[config.mk]
export PLATFORM = sky130hd
export DESIGN_NAME = epoch_to_calendar
export DESIGN_NICKNAME = d
export VERILOG_FILES = /design/src/e2c_pkg.sv /design/src/epoch_to_calendar.sv
export SDC_FILE = /design/constraint.sdc
export NUM_CORES = 2
export LEC_CHECK = 0
export ABC_AREA = 1
export BUFFER_PORTS_ARGS = -buffer_cell sky130_fd_sc_hd__buf_4
export CAP_MARGIN = 5
export CELL_PAD_IN_SITES_DETAIL_PLACEMENT = 2
export CELL_PAD_IN_SITES_GLOBAL_PLACEMENT = 2
export CORE_MARGIN = 2
export CORE_UTILIZATION = 46
export CTS_CLUSTER_SIZE = 25
export DETAILED_ROUTE_END_ITERATION = 10
export PLACE_DENSITY = 0.95
export SLEW_MARGIN = 20
export SYNTH_ARGS = -nofsm -noshare
export SYNTH_HDL_FRONTEND = slang
export SYNTH_SLANG_ARGS = --single-unit
[constraint.sdc]
create_clock -name clk -period 18.12 [get_ports clk]
set_input_delay 0 -clock clk [delete_from_list [all_inputs] [get_ports clk]]
set_output_delay 0 -clock clk [all_outputs]
set_load 0.03 [all_outputs]
[src/e2c_pkg.sv]
// e2c_pkg: constants shared by the epoch-to-calendar converter.
// Reciprocals for the constant divisions, calendar offsets, field widths.
// No dependencies.
package e2c_pkg;

	// pipeline depth, input register to output register
	localparam int NSTG = 8;

	// payload widths
	localparam int IN_W    = 32;
	localparam int OUT_W   = 40;  // 36 field bits padded to whole bytes
	localparam int DAY_W   = 16;  // days since 1968-01-01, max 50441
	localparam int SOD_W   = 17;  // second of day
	localparam int SOH_W   = 12;  // second of hour
	localparam int YDAY_W  = 9;

	// seconds/86400 = (seconds >> 7) / 675, estimate low by at most one
	localparam int          DAY_SHIFT = 7;
	localparam logic [9:0]  DAY_DIV   = 10'd675;
	localparam logic [24:0] DAY_RCP   = 25'd25451658;   // floor(2^34 / 675)
	localparam int          DAY_RSH   = 34;

	// second of day / 3600 = (sod >> 4) / 225, exact
	localparam logic [16:0] HR_RCP    = 17'd74566;      // ceil(2^24 / 225)
	localparam logic [11:0] SEC_HOUR  = 12'd3600;

	// second of hour / 60 = (soh >> 2) / 15, exact
	localparam logic [10:0] MIN_RCP   = 11'd1093;       // ceil(2^14 / 15)
	localparam logic [5:0]  SEC_MIN   = 6'd60;

	// day count / 7, / 1461, / 365, all exact over the 16-bit day range
	localparam logic [16:0] WK_RCP    = 17'd74899;      // ceil(2^19 / 7)
	localparam logic [16:0] CYC_RCP   = 17'd91868;      // ceil(2^27 / 1461)
	localparam logic [16:0] YR_RCP    = 17'd91930;      // ceil(2^25 / 365)
	localparam logic [10:0] CYC_DAYS  = 11'((4 * 365) + 1);
	localparam logic [8:0]  YR_DAYS   = 9'd365;

	// calendar anchors
	localparam logic [9:0]  EPOCH_OFS = 10'(365 + 366);  // 1968-01-01 to 1970-01-01
	localparam logic [10:0] LEAP_DAY  = 11'(31 + 29);    // day index of 1 Mar, first day after 29 Feb in cycle
	localparam logic [7:0]  YR_FIRST  = 8'(2000 - 1968);
	localparam logic [7:0]  YR_LAST   = 8'(2099 - 1968);

	// cumulative day of year at the start of each month, common year
	localparam logic [8:0] MONTH_START [12] = '{
		9'd0, 9'd31, 9'd59, 9'd90, 9'd120, 9'd151,
		9'd181, 9'd212, 9'd243, 9'd273, 9'd304, 9'd334
	};

endpackage

[src/epoch_to_calendar.sv]
// epoch_to_calendar: Unix seconds to calendar date, weekday and time of day.
// Eight-stage pipeline of constant-reciprocal divisions and compares.
// Depends on e2c_pkg.

// Converts an unsigned 32-bit count of seconds since 1970-01-01 00:00:00
// into second, minute, hour, weekday (1 Monday .. 7 Sunday), day of month,
// month and year minus 2000. Dates outside 2000..2099 give out_of_range = 1
// with every other field zero. Leap years are every fourth year, which is
// exact over 2000..2099. The block is a fully pipelined datapath: it takes
// one transfer per clock while the output is not stalled and gives one
// result per input, in order. Eight register stages hold each item from
// the input transfer to the result transfer. The depth is set by the chain
// of reciprocal multiplies (seconds to days, days to four-year cycles, then
// to years) and the month lookup, each taking its own stage. Every stage
// holds its contents while the output is stalled; a stage that is empty or
// moving on accepts new data, so back-to-back transfers flow without
// bubbles.
// No configuration, no state beyond the pipeline itself.
module epoch_to_calendar
	import e2c_pkg::*;
(
	input  logic             clk,
	input  logic             arst_n,

	input  logic             s_tvalid,
	output logic             s_tready,
	input  logic [IN_W-1:0]  s_tdata,   // [31:0] epoch_seconds

	output logic             m_tvalid,
	input  logic             m_tready,
	// [5:0] second_of_minute, [11:6] minute_of_hour, [16:12] hour_of_day,
	// [19:17] weekday, [24:20] day_of_month, [28:25] month_number,
	// [35:29] year_offset, [39:36] zero
	output logic [OUT_W-1:0] m_tdata,
	output logic             m_tuser    // [0] out_of_range
);

	// ---------------------------------------------------------------
	// Flow control: a stage loads when it is empty or its successor loads.
	// ---------------------------------------------------------------
	logic [NSTG-1:0] vld_q;
	logic [NSTG-1:0] adv;

	always_comb begin
		adv[NSTG-1] = !vld_q[NSTG-1] || m_tready;
		for (int k = NSTG - 2; k >= 0; k--) begin
			adv[k] = !vld_q[k] || adv[k+1];
		end
	end

	always_ff @(posedge clk or negedge arst_n) begin
		if (!arst_n) begin
			vld_q <= '0;
		end else begin
			if (adv[0]) begin
				vld_q[0] <= s_tvalid;
			end
			for (int k = 1; k < NSTG; k++) begin
				if (adv[k]) begin
					vld_q[k] <= vld_q[k-1];
				end
			end
		end
	end

	assign s_tready = adv[0];
	assign m_tvalid = vld_q[NSTG-1];

	// ---------------------------------------------------------------
	// Stage registers
	// ---------------------------------------------------------------
	logic [IN_W-1:0]   t_s1, t_s2;
	logic [DAY_W-1:0]  qd_s2;
	logic [DAY_W-1:0]  d_s3, d_s4, d_s5, d_s6;
	logic [SOD_W-1:0]  sod_s3, sod_s4;
	logic [4:0]        hr_s4, hr_s5, hr_s6, hr_s7, hr_s8;
	logic [13:0]       q7_s4;
	logic [5:0]        cyc_s4;
	logic [SOH_W-1:0]  soh_s5, soh_s6;
	logic [2:0]        wd_s5, wd_s6, wd_s7, wd_s8;
	logic [5:0]        lp_s5, lp_s6;
	logic              adj_s5, adj_s6;
	logic [7:0]        yrs_s6;
	logic [5:0]        mn_s6, mn_s7, mn_s8;
	logic [5:0]        sec_s7, sec_s8;
	logic [YDAY_W-1:0] yday_s7;
	logic              leap_s7, oor_s7, oor_s8;
	logic [6:0]        yoff_s7, yoff_s8;
	logic [4:0]        dom_s8;
	logic [3:0]        mon_s8;

	// ---------------------------------------------------------------
	// Stage 2: estimate of whole days since 1970, low by at most one
	// ---------------------------------------------------------------
	logic [49:0] p_day;
	assign p_day = {25'd0, t_s1[IN_W-1:DAY_SHIFT]} * {25'd0, DAY_RCP};

	// ---------------------------------------------------------------
	// Stage 3: correct the day estimate, form second of day and the
	// day count from 1968-01-01
	// ---------------------------------------------------------------
	logic [24:0] day_prod, r0;
	logic        r_ge;
	logic [9:0]  r_fix;
	assign day_prod = {9'd0, qd_s2} * {15'd0, DAY_DIV};
	assign r0       = t_s2[IN_W-1:DAY_SHIFT] - day_prod;
	assign r_ge     = r0[10:0] >= {1'b0, DAY_DIV};
	assign r_fix    = r_ge ? 10'(r0[10:0] - {1'b0, DAY_DIV}) : r0[9:0];

	// ---------------------------------------------------------------
	// Stage 4: hour, day / 7 and day / 1461 by reciprocal multiply
	// ---------------------------------------------------------------
	logic [29:0] p_hr;
	logic [32:0] p_wk, p_cyc;
	assign p_hr  = {17'd0, sod_s3[SOD_W-1:4]} * {13'd0, HR_RCP};
	assign p_wk  = {17'd0, d_s3} * {16'd0, WK_RCP};
	assign p_cyc = {17'd0, d_s3} * {16'd0, CYC_RCP};

	// ---------------------------------------------------------------
	// Stage 5: remainders; position in the four-year cycle decides the
	// leap-day count and the day-of-year fixup after 29 February
	// ---------------------------------------------------------------
	logic [SOD_W-1:0] hr_sec;
	logic [SOD_W-1:0] soh_c;
	logic [DAY_W-1:0] wk_rem, cyc_rem;
	logic [10:0]      pos;
	logic             past_feb;
	assign hr_sec   = {12'd0, hr_s4} * {5'd0, SEC_HOUR};
	assign soh_c    = sod_s4 - hr_sec;
	assign wk_rem   = d_s4 - DAY_W'({2'd0, q7_s4} * 16'd7);
	assign cyc_rem  = d_s4 - DAY_W'({10'd0, cyc_s4} * {5'd0, CYC_DAYS});
	assign pos      = cyc_rem[10:0];
	assign past_feb = pos >= LEAP_DAY;

	// ---------------------------------------------------------------
	// Stage 6: years since 1968 and minute of hour
	// ---------------------------------------------------------------
	logic [DAY_W-1:0] yr_num;
	logic [32:0]      p_yr;
	logic [20:0]      p_mn;
	assign yr_num = d_s5 - {10'd0, lp_s5};
	assign p_yr   = {17'd0, yr_num} * {16'd0, YR_RCP};
	assign p_mn   = {11'd0, soh_s5[SOH_W-1:2]} * {10'd0, MIN_RCP};

	// ---------------------------------------------------------------
	// Stage 7: second of minute, day of year, leap flag and range check
	// ---------------------------------------------------------------
	logic [SOH_W-1:0] mn_sec;
	logic [SOH_W-1:0] sec_c;
	logic [DAY_W-1:0] yday_c;
	assign mn_sec = {6'd0, mn_s6} * {6'd0, SEC_MIN};
	assign sec_c  = soh_s6 - mn_sec;
	assign yday_c = d_s6 - DAY_W'({8'd0, yrs_s6} * {7'd0, YR_DAYS})
	                - {10'd0, lp_s6} + {15'd0, adj_s6};

	// ---------------------------------------------------------------
	// Stage 8: month by compare against month starts, highest match wins
	// ---------------------------------------------------------------
	logic [3:0]        mon_c;
	logic [YDAY_W-1:0] start_c, st_c;
	logic [YDAY_W-1:0] dom_c;

	always_comb begin
		mon_c   = 4'd1;
		start_c = '0;
		st_c    = '0;
		for (int k = 0; k < 12; k++) begin
			st_c = MONTH_START[k] + {8'd0, (k >= 2) && leap_s7};
			if (yday_s7 >= st_c) begin
				mon_c   = 4'(k + 1);
				start_c = st_c;
			end
		end
	end
	assign dom_c = yday_s7 - start_c + 9'd1;

	// ---------------------------------------------------------------
	// Payload registers, no reset
	// ---------------------------------------------------------------
	always_ff @(posedge clk) begin
		if (adv[0]) begin
			t_s1 <= s_tdata;
		end
		if (adv[1]) begin
			t_s2  <= t_s1;
			qd_s2 <= p_day[DAY_RSH+DAY_W-1:DAY_RSH];
		end
		if (adv[2]) begin
			sod_s3 <= {r_fix, t_s2[DAY_SHIFT-1:0]};
			d_s3   <= qd_s2 + (r_ge ? {6'd0, EPOCH_OFS} + 16'd1 : {6'd0, EPOCH_OFS});
		end
		if (adv[3]) begin
			d_s4   <= d_s3;
			sod_s4 <= sod_s3;
			hr_s4  <= p_hr[28:24];
			q7_s4  <= p_wk[32:19];
			cyc_s4 <= p_cyc[32:27];
		end
		if (adv[4]) begin
			d_s5   <= d_s4;
			soh_s5 <= soh_c[SOH_W-1:0];
			hr_s5  <= hr_s4;
			wd_s5  <= wk_rem[2:0] + 3'd1;
			lp_s5  <= cyc_s4 + {5'd0, past_feb};
			adj_s5 <= past_feb && (pos <= 11'(YR_DAYS));
		end
		if (adv[5]) begin
			d_s6   <= d_s5;
			lp_s6  <= lp_s5;
			adj_s6 <= adj_s5;
			soh_s6 <= soh_s5;
			hr_s6  <= hr_s5;
			wd_s6  <= wd_s5;
			yrs_s6 <= p_yr[32:25];
			mn_s6  <= p_mn[19:14];
		end
		if (adv[6]) begin
			sec_s7  <= sec_c[5:0];
			mn_s7   <= mn_s6;
			hr_s7   <= hr_s6;
			wd_s7   <= wd_s6;
			yday_s7 <= yday_c[YDAY_W-1:0];
			leap_s7 <= (yrs_s6[1:0] == 2'd0);
			oor_s7  <= (yrs_s6 < YR_FIRST) || (yrs_s6 > YR_LAST);
			yoff_s7 <= 7'(yrs_s6 - YR_FIRST);
		end
		if (adv[7]) begin
			oor_s8 <= oor_s7;
			if (oor_s7) begin
				sec_s8  <= '0;
				mn_s8   <= '0;
				hr_s8   <= '0;
				wd_s8   <= '0;
				dom_s8  <= '0;
				mon_s8  <= '0;
				yoff_s8 <= '0;
			end else begin
				sec_s8  <= sec_s7;
				mn_s8   <= mn_s7;
				hr_s8   <= hr_s7;
				wd_s8   <= wd_s7;
				dom_s8  <= dom_c[4:0];
				mon_s8  <= mon_c;
				yoff_s8 <= yoff_s7;
			end
		end
	end

	assign m_tdata = {4'd0, yoff_s8, mon_s8, dom_s8, wd_s8, hr_s8, mn_s8, sec_s8};
	assign m_tuser = oor_s8;

endmodule

==> results.tsv <==
stage	metric	value	unit
final_layout	drive_gt1_share	4.19	%
routing	wirelength	227	mm
worst_setup_path	arrival	8.76	ns
synthesis	synth_edf_count	303	
routing	wl_met1	69.3	mm
worst_setup_path	critPathMaxStageDelay	0.61	ns
placed_design	gp_congestion	0.915	
hold_path	holdPathStages	2	
worst_setup_path	r2r_cells	29	
placed_design	place_hpwl	142	mm
run	drv_cap	0	
routing	ant_nets	0	
timing	hold_violations	0	
global_routing	grt_remaining_overflow	0	
clock_network	cts_hold_buf	35	
synthesis	avgSynthCellArea	9.62	um^2
synthesis	ys.flop_type	edfxtp_1	
final_layout	synthToLayoutAreaGrowth	9.36	%
global_routing	grt_usage	49.0	%
clock_network	path_clk_slew	0.07	ns
timing	fin_crit	8.33	ns
floorplan	floorplan.initialDensity	46.6	%
placed_design	pre_cts_slack	10.25	ns
worst_setup_path	end_kind	flip-flop	
routing	vias_per_cell	6.50	
synthesis	yosysSeqAreaShare	22.1	%
timing	clock.fmax	0.120	GHz
final_layout	nets	5929	
timing	rsz0062_at_grt	no	
global_routing	antenna_found_initial	17	
hold_path	hp-class	in -> reg	
timing	slew_viol_final	0	
timing	setup_viol	0	
routing	met2_length	105	mm
clock_network	cts_buffer_depth	3	
synthesis	netlist_instances	4370	
final_layout	mostFrequentLayoutCell	inv_1	
timing	fin_skew	0.0683	ns
synthesis	ys_types	48	
routing	dr.pass1.iters	6	
floorplan	pin_count	79	
run_status	run_status	finished clean	
floorplan	rows	110	
floorplan	die_h	306	um
routing	route.met3.wl	22.7	mm
worst_setup_path	path_class	reg -> reg	
clock_network	cts_setup_buffers	0	
timing	maxSlewHeadroom	19.4	%
clock_network	cts.repair.resized	0	
floorplan	die-width	306	um
global_routing	grt_pass1_vias	44621	
routing	top_layer	met5	
final_layout	layout_common_cells	1160 x inv_1, 896 x ha_1, 494 x nand2_1	
routing	wl_per_cell	39.5	um
global_routing	grt_pass1_wl	325	mm
global_routing	grt_start_max_net_pins	46	
placed_design	port_buffers	74	
worst_setup_path	critPathMaxFanout	10	
clock_network	tritoncts	done	
clock_network	cts.sinks	311	
floorplan	dieArea	93800	um^2
routing	drtIter0Drc	3189	
synthesis	synth-seq-cells	311	
clock_network	clk_latency	0.69	ns
synthesis	synth_async_sr_flop_share	2.57	%
floorplan	core_area	90300	um^2
clock_network	cts_buffers	41	
timing	fin_crit_sh	46.0	%
worst_setup_path	cp_slowest_cell	fa_1	
timing	finalWorstSetupSlack	9.79	ns
timing	timing.setup.tns	0	ns
routing	vias	37328	
timing	tightest_slew	1.21	ns
synthesis	yosysWarnings	0	
clock_network	root_buffer	clkbuf_16	
synthesis	syn_area	42000	um^2
routing	drc	0	
worst_setup_path	cp_data_required_time	18.55	ns
clock_network	cts_max_level	2	
worst_setup_path	critPathLaunchType	flip-flop	
[Yosys cell counts, types with 2 or more instances]
library cell  number  area [um^2]
a211oi_1           4         30.0
buf_4              4         30.0
or2_1              2         12.5
nor3_1            36          180
dfrtp_1            8          200
and3_1             2         12.5
o21ai_0          123          616
a31oi_1           19          119
o21a_1             8         60.1
xnor2_1           55          482
a21oi_1          170          851
nand3_2            3         30.0
xor2_1            94          823
ha_1             896        11200
a31o_2             2         17.5
nand3_1          110          551
nand4_1           42          263
nand2_2           10         62.6
clkbuf_1           7         26.3
nor2_1           244          916
nor4_1             4         25.0
fa_1             473         9470
a21boi_0           6         45.0
or2_2             12         75.1
nand2_4            3         33.8
o211ai_1           5         37.5
a21o_1            23          173
inv_1           1163         4370
o21bai_1          22          165
nand2_1          496         1860
and2_1             3         18.8
edfxtp_1         303         9100
nand3b_1           3         22.5
[stage by stage]
step	util, %	hold WS (ns)	area (um^2)	std cells
finish	50.9	0.0930	46000	5740
global route	50.9	0.109	46000	5733
CTS	50.9	0.0724	45900	5731
floorplan	-	-0.296	42000	4373
global placement	48.8	-0.164	44100	5621
detailed placement	48.8	-0.162	44100	5621
[per-layer routing]
metal | track usage [%] | vias up
met5 | 3.93 | -
met4 | 51.4 | 22
met3 | 21.3 | 1812
met2 | 78.9 | 2817
met1 | 44.5 | 18490
li1 | - | 14187
[cell type report]
| cell class | instances | area, um^2 |
|---|---|---|
| Fill cell | 9264 | 44300 |
| Multi-Input combinational cell | 2886 | 28300 |
| Sequential cell | 311 | 9300 |
| Inverter | 1164 | 4370 |
| Tap cell | 1176 | 1470 |
| Clock buffer | 51 | 1140 |
| Timing Repair Buffer | 120 | 996 |
| Clock inverter | 24 | 358 |
| Antenna cell | 8 | 20.0 |
[worst max-delay path, delay by kind of cell, from the launching register on]
family          cells  cell delay [ns]
simple gates       11             2.03
flops               1             0.43
xor+xnor            2             0.53
fa+ha+maj           8             3.42
compound gates      4             0.95
buf+inv             4             0.70
[sequential cells by signal, summed over array words and instances (netlist names), 6 cells and up]
signal	cells
d_s3	16
mn_s8	6
d_s5	16
sod_s3	17
d_s6	9
d_s4	16
mn_s7	6
sec_s7	6
sod_s4	12
soh_s5	12
lp_s6	6
qd_s2	16
yrs_s6	8
soh_s6	6
mn_s6	6
sec_s8	6
t_s2	18
cyc_s4	6
vld_q	8
t_s1	32
yoff_s8	7
lp_s5	6
yoff_s7	7
yday_s7	9
[worst paths after layout]
kind | startpoint | end | slack (ns)
max in group asynchronous | arst_n | vld_q[3] | 17.24
hold / removal | s_tdata[5] | t_s1[5] | 0.09
hold reg to reg | d_s4[13] | d_s5[13] | 0.42
setup reg to reg | d_s5[3] | yrs_s6[6] | 9.79
min in group asynchronous | arst_n | vld_q[2] | 0.45
setup / recovery | d_s5[3] | yrs_s6[6] | 9.79
[logic make-up (layout without fill, tap and decap cells)]
| group | Yosys count | count (layout) | share of synthesized area, % |
|---|---|---|---|
| buffers and inverters | 1176 | 1359 | 10.6 |
| DFF | 311 | 311 | 22.1 |
| AOI/OAI and AO/OA | 389 | 389 | 5.17 |
| other | 1 | 12 | 0.00892 |
| and+or+nand+nor | 972 | 972 | 9.70 |
| adders and majority gates | 1369 | 1369 | 49.2 |
| xor gates and xnor gates | 152 | 152 | 3.25 |
Power is left out: the tool's default activity adds up to more than one toggle a clock period on the data nets, which glitch-free logic cannot reach.
